### src/hdl/smaf_pkg.sv
// Shared types, codes and reset values for the safety monitor arming state machine.
package smaf_pkg;

    // Operating modes of the monitor
    typedef enum logic [2:0] {
        MODE_SAFE    = 3'd0,
        MODE_STANDBY = 3'd1,
        MODE_ARMED   = 3'd2,
        MODE_FIRING  = 3'd3,
        MODE_FAULT   = 3'd4
    } mode_t;

    // Command codes carried in the command field
    localparam logic [3:0] CMD_HEARTBEAT = 4'd0;
    localparam logic [3:0] CMD_STANDBY   = 4'd1;
    localparam logic [3:0] CMD_ARM       = 4'd2;
    localparam logic [3:0] CMD_DISARM    = 4'd3;
    localparam logic [3:0] CMD_MOTION    = 4'd4;
    localparam logic [3:0] CMD_FIRE      = 4'd5;
    localparam logic [3:0] CMD_RECOVERY  = 4'd6;
    localparam logic [3:0] CMD_SELFCHECK = 4'd7;

    // Fault codes reported with a fault event
    localparam logic [2:0] FLT_NONE     = 3'd0;
    localparam logic [2:0] FLT_COMM     = 3'd1;
    localparam logic [2:0] FLT_SEQ      = 3'd2;
    localparam logic [2:0] FLT_INTERNAL = 3'd3;
    localparam logic [2:0] FLT_INVALID  = 3'd4;
    localparam logic [2:0] FLT_AZ       = 3'd5;
    localparam logic [2:0] FLT_EL       = 3'd6;
    localparam logic [2:0] FLT_RATE     = 3'd7;

    // Configuration register indexes
    localparam logic [1:0] REG_AZ_LIMIT   = 2'd0;
    localparam logic [1:0] REG_EL_LIMIT   = 2'd1;
    localparam logic [1:0] REG_RATE_LIMIT = 2'd2;
    localparam logic [1:0] REG_HB_TIMEOUT = 2'd3;

    // Configuration reset values
    localparam logic [14:0] AZ_LIMIT_RST   = 15'd18000;
    localparam logic [14:0] EL_LIMIT_RST   = 15'd9000;
    localparam logic [14:0] RATE_LIMIT_RST = 15'd6000;
    localparam logic [15:0] HB_TIMEOUT_RST = 16'd500;

    // Item widths on the stream ports
    localparam int IN_DATA_W  = 72;
    localparam int OUT_DATA_W = 16;

endpackage

### src/hdl/safety_monitor_arming_fsm.sv
// Top level of the safety monitor arming state machine.
//
// Usage: items enter on the s_axis channel, either a 1 ms tick (tuser = 0) or a
// command message (tuser = 1); tick payload is ignored. Every item produces
// exactly one result on the m_axis channel carrying the acceptance flag, the
// mode after the item, the torque enable and an optional fault or recovery
// event. Limits and the heartbeat timeout are set through the cfg_* write port;
// the user must write them only while the block is idle; the block does not enforce it.
// An accepted item waits in the input register and is decided as it moves into
// the result register, which then presents its result on m_axis.
// Throughput is one item per cycle while m_axis_tready stays high; the input
// register and the result register form a two-entry pipeline, and the mode
// update between them is done as each item moves from one to the other.
// Reset puts the monitor in SAFE with torque off, the sequence and watchdog
// cleared and the limits at their defaults; both pipeline registers empty.
// When the receiver stalls, the result register holds its transfer, one more
// item waits in the input register and s_axis_tready then drops.
module safety_monitor_arming_fsm
(
    input  logic                              clk,
    input  logic                              rst_n,
    // Input stream
    input  logic                              s_axis_tvalid,
    output logic                              s_axis_tready,
    // tdata from bit 0: command[3:0], sequence_req[19:4], has_authority[20],
    // azimuth[36:21], elevation[52:37], slew_rate[68:53], zero fill[71:69]
    input  logic [smaf_pkg::IN_DATA_W-1:0]   s_axis_tdata,
    // tuser: req_type
    input  logic                              s_axis_tuser,
    // Result stream
    output logic                              m_axis_tvalid,
    input  logic                              m_axis_tready,
    // tdata from bit 0: accepted[0], mode[3:1], torque_on[4], notify_valid[5],
    // notify_is_fault[6], fault_code[9:7], zero fill[15:10]
    output logic [smaf_pkg::OUT_DATA_W-1:0]  m_axis_tdata,
    // Configuration write port
    input  logic                              cfg_we,
    input  logic [1:0]                        cfg_addr,
    input  logic [15:0]                       cfg_wdata
);

    // Configuration registers
    logic [14:0] az_limit_reg;
    logic [14:0] el_limit_reg;
    logic [14:0] rate_limit_reg;
    logic [15:0] hb_timeout_reg;

    // Input stage
    logic                             in_valid_reg;
    logic [smaf_pkg::IN_DATA_W-1:0]   in_data_reg;
    logic                             in_type_reg;

    // Result stage
    logic        out_valid_reg;
    logic        out_acc_reg;
    logic [2:0]  out_mode_reg;
    logic        out_torque_reg;
    logic        out_nvalid_reg;
    logic        out_nfault_reg;
    logic [2:0]  out_code_reg;

    // Monitor state
    smaf_pkg::mode_t mode_reg, mode_next;
    logic [15:0] seq_last_reg, seq_last_next;
    logic        torque_reg, torque_next;
    logic [15:0] tick_cnt_reg, tick_cnt_next;
    logic        to_fired_reg, to_fired_next;
    logic        ilock_reg, ilock_next;
    logic        chan_a_reg, chan_a_next;
    logic        chan_b_reg, chan_b_next;

    // Decision outputs
    logic        acc_next;
    logic        nvalid_next;
    logic        nfault_next;
    logic [2:0]  code_next;

    // Input field views
    logic [3:0]  f_cmd;
    logic [15:0] f_seq;
    logic        f_auth;
    logic [15:0] f_az;
    logic [15:0] f_el;
    logic [15:0] f_rate;
    logic [15:0] az_abs;
    logic [15:0] el_abs;
    logic [15:0] tick_inc;
    logic        advance;

    // Pipeline control: the input stage moves on when the result stage is free
    assign advance       = in_valid_reg && (!out_valid_reg || m_axis_tready);
    assign s_axis_tready = !in_valid_reg || advance;

    // Configuration writes
    always_ff @(posedge clk or negedge rst_n)
    begin
        if (!rst_n)
        begin
            az_limit_reg   <= smaf_pkg::AZ_LIMIT_RST;
            el_limit_reg   <= smaf_pkg::EL_LIMIT_RST;
            rate_limit_reg <= smaf_pkg::RATE_LIMIT_RST;
            hb_timeout_reg <= smaf_pkg::HB_TIMEOUT_RST;
        end
        else if (cfg_we)
        begin
            case (cfg_addr)
                smaf_pkg::REG_AZ_LIMIT:   az_limit_reg   <= cfg_wdata[14:0];
                smaf_pkg::REG_EL_LIMIT:   el_limit_reg   <= cfg_wdata[14:0];
                smaf_pkg::REG_RATE_LIMIT: rate_limit_reg <= cfg_wdata[14:0];
                smaf_pkg::REG_HB_TIMEOUT: hb_timeout_reg <= cfg_wdata;
                default:                  ;
            endcase
        end
    end

    // Input register
    always_ff @(posedge clk or negedge rst_n)
    begin
        if (!rst_n)
        begin
            in_valid_reg <= 1'b0;
        end
        else if (s_axis_tready)
        begin
            in_valid_reg <= s_axis_tvalid;
        end
    end

    always_ff @(posedge clk)
    begin
        if (s_axis_tvalid && s_axis_tready)
        begin
            in_data_reg <= s_axis_tdata;
            in_type_reg <= s_axis_tuser;
        end
    end

    // Field unpacking and magnitudes
    assign f_cmd  = in_data_reg[3:0];
    assign f_seq  = in_data_reg[19:4];
    assign f_auth = in_data_reg[20];
    assign f_az   = in_data_reg[36:21];
    assign f_el   = in_data_reg[52:37];
    assign f_rate = in_data_reg[68:53];

    // The most negative angle maps to 0x8000, above any 15-bit limit
    assign az_abs   = f_az[15] ? (~f_az + 16'd1) : f_az;
    assign el_abs   = f_el[15] ? (~f_el + 16'd1) : f_el;
    assign tick_inc = (tick_cnt_reg != 16'hFFFF) ? (tick_cnt_reg + 16'd1) : tick_cnt_reg;

    // Next state and result for the item in the input register
    always_comb
    begin
        mode_next     = mode_reg;
        seq_last_next = seq_last_reg;
        torque_next   = torque_reg;
        tick_cnt_next = tick_cnt_reg;
        to_fired_next = to_fired_reg;
        ilock_next    = ilock_reg;
        chan_a_next   = chan_a_reg;
        chan_b_next   = chan_b_reg;
        acc_next      = 1'b1;
        nvalid_next   = 1'b0;
        nfault_next   = 1'b0;
        code_next     = smaf_pkg::FLT_NONE;

        if (!in_type_reg)
        begin
            // Tick: heartbeat watchdog
            if (!to_fired_reg)
            begin
                tick_cnt_next = tick_inc;
                if (tick_inc >= hb_timeout_reg)
                begin
                    to_fired_next = 1'b1;
                    code_next     = smaf_pkg::FLT_COMM;
                    nvalid_next   = 1'b1;
                    nfault_next   = 1'b1;
                end
            end
        end
        else if (f_cmd == smaf_pkg::CMD_HEARTBEAT)
        begin
            tick_cnt_next = 16'd0;
            to_fired_next = 1'b0;
        end
        else if (f_cmd == smaf_pkg::CMD_RECOVERY)
        begin
            if (mode_reg != smaf_pkg::MODE_SAFE)
            begin
                if (!f_auth)
                begin
                    acc_next = 1'b0;
                end
                else
                begin
                    seq_last_next = 16'd0;
                    tick_cnt_next = 16'd0;
                    to_fired_next = 1'b0;
                    mode_next     = smaf_pkg::MODE_SAFE;
                    torque_next   = 1'b0;
                    ilock_next    = 1'b0;
                    chan_a_next   = 1'b0;
                    chan_b_next   = 1'b0;
                    nvalid_next   = (mode_reg == smaf_pkg::MODE_FAULT);
                end
            end
        end
        else if (f_seq != 16'd0 && f_seq != seq_last_reg + 16'd1)
        begin
            // Out-of-order message
            acc_next    = 1'b0;
            code_next   = smaf_pkg::FLT_SEQ;
            nvalid_next = 1'b1;
            nfault_next = 1'b1;
        end
        else
        begin
            if (f_seq != 16'd0)
            begin
                seq_last_next = f_seq;
            end
            case (f_cmd)
                smaf_pkg::CMD_STANDBY:
                begin
                    if (mode_reg == smaf_pkg::MODE_SAFE)
                    begin
                        mode_next   = smaf_pkg::MODE_STANDBY;
                        chan_a_next = 1'b1;
                    end
                    else
                    begin
                        acc_next = 1'b0;
                    end
                end
                smaf_pkg::CMD_ARM:
                begin
                    if (mode_reg == smaf_pkg::MODE_STANDBY)
                    begin
                        mode_next   = smaf_pkg::MODE_ARMED;
                        torque_next = 1'b1;
                        ilock_next  = 1'b1;
                        chan_b_next = 1'b1;
                    end
                    else
                    begin
                        acc_next = 1'b0;
                    end
                end
                smaf_pkg::CMD_DISARM:
                begin
                    if (mode_reg == smaf_pkg::MODE_ARMED || mode_reg == smaf_pkg::MODE_FIRING)
                    begin
                        mode_next   = smaf_pkg::MODE_STANDBY;
                        torque_next = 1'b0;
                        ilock_next  = 1'b0;
                        chan_a_next = 1'b1;
                        chan_b_next = 1'b0;
                    end
                    else if (mode_reg == smaf_pkg::MODE_STANDBY)
                    begin
                        mode_next   = smaf_pkg::MODE_SAFE;
                        torque_next = 1'b0;
                        ilock_next  = 1'b0;
                        chan_a_next = 1'b0;
                        chan_b_next = 1'b0;
                    end
                    else
                    begin
                        acc_next = 1'b0;
                    end
                end
                smaf_pkg::CMD_MOTION:
                begin
                    acc_next = 1'b0;
                    if (mode_reg == smaf_pkg::MODE_ARMED)
                    begin
                        // Limits are checked in order: azimuth, elevation, rate
                        if (az_abs > {1'b0, az_limit_reg})
                        begin
                            code_next = smaf_pkg::FLT_AZ;
                        end
                        else if (el_abs > {1'b0, el_limit_reg})
                        begin
                            code_next = smaf_pkg::FLT_EL;
                        end
                        else if (!f_rate[15] && f_rate[14:0] > rate_limit_reg)
                        begin
                            code_next = smaf_pkg::FLT_RATE;
                        end
                        else
                        begin
                            acc_next = 1'b1;
                        end
                        nvalid_next = !acc_next;
                        nfault_next = !acc_next;
                    end
                end
                smaf_pkg::CMD_FIRE:
                begin
                    if (mode_reg == smaf_pkg::MODE_ARMED && ilock_reg && chan_a_reg && chan_b_reg)
                    begin
                        mode_next = smaf_pkg::MODE_FIRING;
                    end
                    else
                    begin
                        acc_next = 1'b0;
                    end
                end
                smaf_pkg::CMD_SELFCHECK:
                begin
                    acc_next    = 1'b0;
                    code_next   = smaf_pkg::FLT_INTERNAL;
                    nvalid_next = 1'b1;
                    nfault_next = 1'b1;
                end
                default:
                begin
                    acc_next    = 1'b0;
                    code_next   = smaf_pkg::FLT_INVALID;
                    nvalid_next = 1'b1;
                    nfault_next = 1'b1;
                end
            endcase
        end

        // Any fault event drops the monitor into FAULT with the interlock cleared
        if (nfault_next)
        begin
            mode_next   = smaf_pkg::MODE_FAULT;
            torque_next = 1'b0;
            ilock_next  = 1'b0;
            chan_a_next = 1'b0;
            chan_b_next = 1'b0;
        end
    end

    // Monitor state register, updated as each item is decided
    always_ff @(posedge clk or negedge rst_n)
    begin
        if (!rst_n)
        begin
            mode_reg     <= smaf_pkg::MODE_SAFE;
            seq_last_reg <= 16'd0;
            torque_reg   <= 1'b0;
            tick_cnt_reg <= 16'd0;
            to_fired_reg <= 1'b0;
            ilock_reg    <= 1'b0;
            chan_a_reg   <= 1'b0;
            chan_b_reg   <= 1'b0;
        end
        else if (advance)
        begin
            mode_reg     <= mode_next;
            seq_last_reg <= seq_last_next;
            torque_reg   <= torque_next;
            tick_cnt_reg <= tick_cnt_next;
            to_fired_reg <= to_fired_next;
            ilock_reg    <= ilock_next;
            chan_a_reg   <= chan_a_next;
            chan_b_reg   <= chan_b_next;
        end
    end

    // Result register
    always_ff @(posedge clk or negedge rst_n)
    begin
        if (!rst_n)
        begin
            out_valid_reg <= 1'b0;
        end
        else if (advance)
        begin
            out_valid_reg <= 1'b1;
        end
        else if (m_axis_tready)
        begin
            out_valid_reg <= 1'b0;
        end
    end

    always_ff @(posedge clk)
    begin
        if (advance)
        begin
            out_acc_reg    <= acc_next;
            out_mode_reg   <= mode_next;
            out_torque_reg <= torque_next;
            out_nvalid_reg <= nvalid_next;
            out_nfault_reg <= nfault_next;
            out_code_reg   <= code_next;
        end
    end

    assign m_axis_tvalid = out_valid_reg;
    assign m_axis_tdata  = {6'd0, out_code_reg, out_nfault_reg, out_nvalid_reg,
                            out_torque_reg, out_mode_reg, out_acc_reg};

    // Torque is only ever driven in ARMED or FIRING
    assert property (@(posedge clk) disable iff (!rst_n)
        torque_reg |-> (mode_reg == smaf_pkg::MODE_ARMED || mode_reg == smaf_pkg::MODE_FIRING))
        else $error("torque enabled outside ARMED or FIRING");

    // A reported fault code always comes with a fault event and FAULT mode
    assert property (@(posedge clk) disable iff (!rst_n)
        (out_valid_reg && out_code_reg != smaf_pkg::FLT_NONE) |->
        (out_nvalid_reg && out_nfault_reg && out_mode_reg == smaf_pkg::MODE_FAULT))
        else $error("fault code without fault event");

    // A recovery event only follows a move out of FAULT into SAFE
    assert property (@(posedge clk) disable iff (!rst_n)
        (advance && nvalid_next && !nfault_next) |->
        (mode_reg == smaf_pkg::MODE_FAULT && mode_next == smaf_pkg::MODE_SAFE))
        else $error("recovery event without leaving FAULT");

    // Once fired, the watchdog counter stays put until a heartbeat or recovery
    assert property (@(posedge clk) disable iff (!rst_n)
        (to_fired_reg && $past(to_fired_reg)) |-> $stable(tick_cnt_reg))
        else $error("watchdog counted after timeout");

endmodule

### config.mk
export PLATFORM = sky130hd
export DESIGN_NAME = safety_monitor_arming_fsm
export DESIGN_NICKNAME = d
export VERILOG_FILES = /design/src/hdl/smaf_pkg.sv /design/src/hdl/safety_monitor_arming_fsm.sv
export SDC_FILE = /design/constraint.sdc
export NUM_CORES = 1
export LEC_CHECK = 0
export ABC_CLOCK_PERIOD_IN_PS = 5700
export BUFFER_PORTS_ARGS = -buffer_cell sky130_fd_sc_hd__buf_2
export CORE_ASPECT_RATIO = 1.75
export CORE_UTILIZATION = 55
export CTS_CLUSTER_DIAMETER = 60
export DETAILED_ROUTE_END_ITERATION = 10
export GPL_ROUTABILITY_DRIVEN = 1
export GPL_TIMING_DRIVEN = 0
export MAX_ROUTING_LAYER = met4
export PLACE_DENSITY = 0.77
export REMOVE_ABC_BUFFERS = 1
export SKIP_LAST_GASP = 1
export SLEW_MARGIN = 25
export SYNTH_ARGS = -nofsm -noshare
export SYNTH_HDL_FRONTEND = slang
export SYNTH_SLANG_ARGS = --single-unit
### constraint.sdc
create_clock -name clk -period 5.7 [get_ports clk]
set_input_delay 0.57 -clock clk [delete_from_list [all_inputs] [get_ports clk]]
set_output_delay 0.57 -clock clk [all_outputs]
set_load 0.02 [all_outputs]
Word level (Yosys, flattened, before mapping)
Cells that the tools add are included.
{"block": "totals", "reg_bits": 182, "input_bits": 96, "out_inout_bits": 18}
{"block": "classes", "n_addsub": 4, "order_cmp": 4, "n_eq_ne": 30, "mux": 104, "bitwise_logic": 4, "reduce_logical": 35}
{"cell": "16-bit two-way mux", "count": 12}
{"cell": "1-bit two-way mux", "count": 65}
{"cell": "16-bit by 1-bit adder with 16-bit output (second input constant)", "count": 4}
{"cell": "3-bit two-way mux", "count": 20}
{"cell": "16-bit by 15-bit > comparator with 1-bit output", "count": 2}
{"cell": "16-bit inverter", "count": 2}
{"cell": "9-bit AND reduction", "count": 2}
{"cell": "4-bit by 3-bit equality test with 1-bit output (second input constant)", "count": 4}
{"cell": "16-bit >= comparator", "count": 1}
{"cell": "16-bit != test", "count": 1}
{"cell": "16-bit != test (second input constant)", "count": 1}
{"cell": "16-bit nonzero test", "count": 1}
{"cell": "15-bit > comparator", "count": 1}
{"cell": "3-bit case mux with 4 select lines", "count": 1}
{"cell": "3-bit case mux with 3 select lines", "count": 1}
{"cell": "4-bit by 2-bit equality test with 1-bit output (second input constant)", "count": 2}
{"cell": "2-bit != test (second input constant)", "count": 4}
{"cell": "4-bit != test (second input constant)", "count": 2}
{"cell": "1-bit case mux with 2 select lines", "count": 4}
{"cell": "2-bit AND reduction", "count": 4}
{"cell": "4-bit nonzero test", "count": 2}
{"cell": "1-bit logical AND", "count": 7}
{"cell": "7-bit AND reduction", "count": 1}
{"cell": "3-bit by 2-bit equality test with 1-bit output (second input constant)", "count": 2}
{"cell": "23 further kinds", "count": 35}

Logic depth before layout (Yosys ltp)
{"block": "depth", "ltp_word": 21, "ltp_mapped": 18}

Least setup slack after synthesis
OpenSTA, ideal clock, no wires.
{"block": "synth_timing", "kind": "reg2reg", "startpoint": "register in_data_reg[23] (netlist name)", "endpoint": "register out_mode_reg[2] (data pin)", "arrival_time_ps": 4118, "required_time_ps": 5446, "slack_ps": 1329, "path_stages_with_launch": 16, "path_buffers": 0, "path_cell_list": "edfxtp_1 > or3_1 > or3b_2 > o31ai_1 > nand2_1 > xor2_1 > ha_1 > nand3_1 > nor2_1 > or4_1 > or4b_1 > a21oi_1 > a21boi_2 > o21bai_4 > nand2_4 > a21o_1"}
{"block": "synth_via", "elab_chain_len": 19}
{"element": "from (decl)", "line_no": "safety_monitor_arming_fsm.sv:50", "text": "logic [smaf_pkg::IN_DATA_W-1:0] in_data_reg;"}
{"element": "from (signal assigned)", "line_no": "safety_monitor_arming_fsm.sv:133", "text": "in_data_reg <= s_axis_tdata;"}
{"element": "16-bit inverter", "line_no": "safety_monitor_arming_fsm.sv:147", "text": "assign az_abs = f_az[15] ? (~f_az + 16'd1) : f_az;"}
{"element": "16-bit by 1-bit adder with 16-bit output", "line_no": "safety_monitor_arming_fsm.sv:147"}
{"element": "16-bit two-way mux *", "line_no": "safety_monitor_arming_fsm.sv:147"}
{"element": "16-bit by 15-bit > comparator with 1-bit output *", "line_no": "safety_monitor_arming_fsm.sv:279", "text": "if (az_abs > {1'b0, az_limit_reg})"}
{"element": "1-bit two-way mux *", "line_no": "safety_monitor_arming_fsm.sv:279"}
{"element": "1-bit two-way mux *", "line_no": "safety_monitor_arming_fsm.sv:276", "text": "if (mode_reg == smaf_pkg::MODE_ARMED)"}
{"element": "1-bit two-way mux *", "line_no": "safety_monitor_arming_fsm.sv:223", "text": "case (f_cmd)"}
{"element": "1-bit two-way mux *", "line_no": "safety_monitor_arming_fsm.sv:209", "text": "else if (f_seq != 16'd0 && f_seq != seq_last_reg + 16'd1)"}
{"element": "[... 5 more ...]"}
{"element": "1-bit case mux with 2 select lines *", "line_no": "safety_monitor_arming_fsm.sv:223"}
{"element": "1-bit two-way mux *", "line_no": "safety_monitor_arming_fsm.sv:209"}
{"element": "1-bit two-way mux *", "line_no": "safety_monitor_arming_fsm.sv:187", "text": "else if (f_cmd == smaf_pkg::CMD_RECOVERY)"}
{"element": "1-bit two-way mux *", "line_no": "safety_monitor_arming_fsm.sv:182", "text": "else if (f_cmd == smaf_pkg::CMD_HEARTBEAT)"}
{"element": "1-bit two-way mux *", "line_no": "safety_monitor_arming_fsm.sv:167", "text": "if (!in_type_reg)"}
{"element": "via nfault_next", "line_no": "safety_monitor_arming_fsm.sv:75", "text": "logic nfault_next;"}
{"element": "3-bit two-way mux *", "line_no": "safety_monitor_arming_fsm.sv:328", "text": "if (nfault_next)"}
{"element": "via mode_next[2]", "line_no": "safety_monitor_arming_fsm.sv:63", "text": "smaf_pkg::mode_t mode_reg, mode_next;"}
{"element": "to (signal assigned)", "line_no": "safety_monitor_arming_fsm.sv:387", "text": "out_mode_reg <= mode_next;"}
{"element": "to (decl)", "line_no": "safety_monitor_arming_fsm.sv:56", "text": "logic [2:0] out_mode_reg;"}
The timed path passes the listed nets; every way through them passes the cells marked *. The select of a mux whose other input is x is not followed.
A chain may end at the register's enable or synchronous reset.

Final worst setup path
Ends and elaborated chain as after synthesis.

==> results_dict.tcl <==
set metrics [dict create \
    yosys_warnings 0 \
    grt_pass1_vias 7699 \
    power.share.sequential_pct 46.3 \
    cp_slowest_stage_delay_ns 0.56 \
    clk_latency_ns 0.44 \
    worst_pin_slew_ns 0.929 \
    place_ws_ns 0.775 \
    power_density_mw_per_mm2 317 \
    finalClockSkew_ns 0.00982 \
    clk_pin_slew_worst_paths_ns 0.07 \
    synth_area_leaders "edfxtp_1 (23%), dfrtp_1 (19%), ha_1 (7.9%), dfstp_2 (5.8%), mux2_2 (5.3%)" \
    cts_resized 0 \
    ir_worst_vdd_v 0.000286 \
    dieWidth_um 106 \
    antenna_found_initial 0 \
    cts_buffer_depth 2 \
    synth_area_sq_mm 0.0103 \
    core_sq_mm 0.0185 \
    finalSetupTns_ns 0 \
    crit_required_ns 5.90 \
    drtIter0Drc 412 \
    synth_seq_area_share_pct 48.2 \
    yosysTopAreaCellShare_pct 23.2 \
    cts_tree "built" \
    startpoint "in_data_reg[23]" \
    grt_pass1_wl_mm 36.6 \
    root_buffer "clkbuf_16" \
    vias 7602 \
    die_h_um 183 \
    fmax_mhz 201 \
    die_area_sq_mm 0.0194 \
    cts.sinks 182 \
    post_cts_buffers 0 \
    critPathCaptureType "flop" \
    drtPass1Iterations 5 \
    hold_violations 0 \
    area_growth_pct 12.1 \
    finalNetCount 1222 \
    p_comb_share_pct 22.7 \
    cp.depth 15 \
    num_rows 66 \
    grt_overflow 0 \
    h-tree-depth 4 \
    final_cells 1312 \
    period_minus_slack_ns 4.98 \
    fill_cells 1565 \
    syn_avg_cell_area_sq_um 10.6 \
    ys.flop_type "edfxtp_1" \
    hold_slack_ns 0.0603 \
    drc_errors 0 \
    avgViaCountPerCell 5.79 \
    start_util_pct 56.0 \
    cpLargestDelayFamily "simple AND/OR/NAND/NOR gates" \
    dp.cells 1280 \
    crit_type "reg -> reg" \
    total_power_mw 3.68 \
    synth_edf_count 80 \
    crit_path_top_delay_cell "or4_1" \
    relSlewSlack_pct 38.1 \
    yosys.area.top_type "edfxtp_1" \
    drive_gt1_share_pct 21.9 \
    internal_power_mw 2.57 \
    clkPwrFrac_pct 31.0 \
    placedInstanceArea_sq_mm 0.0110 \
    hold_buffers 0 \
    swShare_pct 30.3 \
    grt_usage_pct 25.4 \
    fin_ws_ns 0.725 \
    run_status "finished clean" \
    gp_congestion 0.942 \
    worstPathArrival_ns 5.17 \
    detailed_place_hpwl_mm 17.3 \
    cts_made_buffers 17 \
    fin_util_pct 62.7 \
    ios 114 \
    min_period_over_period_pct 87.3 \
    synth.distinct_cells 81 \
    r2r-end "out_mode_reg[2]" \
    cp-start-kind "flop" \
    maxSlewViolCount 0 \
    portBuffers 104 \
    antennaDiodeCount 0 \
    min_path_type "in -> async" \
    final_cell_area_sq_mm 0.0116 \
    critPathMaxFanout 9 \
    maxCapViolCount 0 \
    worstSetupEndpoint "out_mode_reg[2]" \
    largest_reg_flops 69 \
    r2r-start "in_data_reg[23]" \
    syn_inst 973 \
    grt_setup_unrepaired "no" \
    worst-path-buf-inv 0 \
    final_antenna_net_count 0 \
    p_leak_nw 5.15 \
    avgRoutedWirePerCell_um 17.4 \
    r2r_cells 15 \
    power_switching_mw 1.11 \
    worstPathCellList "or3_1 > or3b_2 > o31ai_1 > nand2_1 > xor2_1 > ha_1 > nand3_1 > nor2_1 > or4_1 > or4b_1 > a21oi_1 > a21boi_2 > o21bai_4 > nand2_4 > a21o_1" \
    setup_violations 0 \
    rrSetupSlack_ns 0.72 \
    ys_ff_latch 182 \
    grt_max_degree 64 \
    synth-async-reset-ratio_pct 56.0 \
    routed_wl_mm 22.9 \
]
[how the worst min path moves through the flow]
| stage | from | endpoint | slack (ns) | cells past startpoint |
|---|---|---|---|---|
| floorplan | rst_n | az_limit_reg[0] | 0.27 | 0 |
| global placement | in_valid_reg | m_axis_tvalid | 0.48 | 1 |
| detailed placement | hb_timeout_reg[9] | hb_timeout_reg[9] | 0.49 | 1 |
| CTS | rst_n | tick_cnt_reg[13] | 0.06 | 1 |
| global route | rst_n | tick_cnt_reg[5] | 0.08 | 1 |
| finish | rst_n | tick_cnt_reg[2] | 0.06 | 1 |
[worst reg2reg max path, delay by kind of cell (launching register included)]
family                   cells  cell delay, ns
AND/OR/NAND/NOR              8            2.49
AO/OA/AOI/OAI                5            1.40
flip-flops                   1            0.41
adder cells (fa/ha/maj)      1            0.29
XOR/XNOR                     1            0.17
[Yosys cell counts, types with 16 or more instances]
| cell type | n |
|---|---|
| a21oi_1 | 46 |
| clkbuf_1 | 22 |
| dfrtp_1 | 79 |
| dfstp_2 | 23 |
| edfxtp_1 | 80 |
| ha_1 | 65 |
| inv_1 | 86 |
| mux2_2 | 49 |
| mux2i_1 | 20 |
| nand2_1 | 85 |
| nand3_1 | 23 |
| nand4_1 | 18 |
| nor2_1 | 43 |
| nor3_1 | 16 |
| o21ai_0 | 53 |
| xnor2_1 | 43 |
[cells by family (layout without fill, tap and decap cells)]
kind of cell	Yosys count	after routing	synth area share, %
flip-flops	182	182	48.2
buffers and inverters	129	225	5.50
AO/OA/AOI/OAI	192	192	12.3
adder cells (fa/ha/maj)	65	65	7.86
other	1	6	0.0362
multiplexers	69	69	7.27
XOR/XNOR	53	53	4.48
AND/OR/NAND/NOR	282	282	14.4
[layout by cell type, fill, tap and decap left out, types with 5 or more instances in the layout]
master and instances:
nor2b_1 10, nor4_1 9, mux2_2 49, nor3_1 16
inv_1 86, nand4_1 18, o31ai_1 11, buf_2 103
mux2i_1 20, nor2_1 43, xnor2_1 43, a21oi_1 46
o21ai_0 53, nand2b_1 13, dfrtp_1 79, or2_2 5
ha_1 65, a21o_1 11, clkbuf_16 19, or3_1 14
conb_1 6, nand3_1 23, or4_1 9, nand3b_1 7
dfstp_2 23, xor2_1 10, edfxtp_1 80, nand2_1 85
a31oi_1 10
[power groups by stage]
stage	clock (mW)	sequential, mW	combinational (mW)
global route	1.22	1.73	0.939
detailed placement	0	1.73	0.832
CTS	1.17	1.70	0.841
global placement	0	1.72	0.787
finish	1.14	1.71	0.834
floorplan	0	1.69	0.604
[area by class of cell]
type                       instances  area [sq um]  area share [%]
sequential                       182          4980            43.0
tap                              238           298            2.57
timing repair buffer             107           589            5.08
inverter                          86           323            2.78
clock buffer                      21           493            4.25
multi-input combinational        667          4830            41.6
clock inverter                    11          86.3           0.744
[layer usage]
layer	GRT usage, %	up-vias	part of all wire [%]
met5	-	-	0
met4	12.8	0	4.0
met3	4.54	70	3.4
met2	47.9	196	57
met1	24.4	3660	36
li1	-	3676	-
Note: power is estimated with default switching activity, not from simulation.
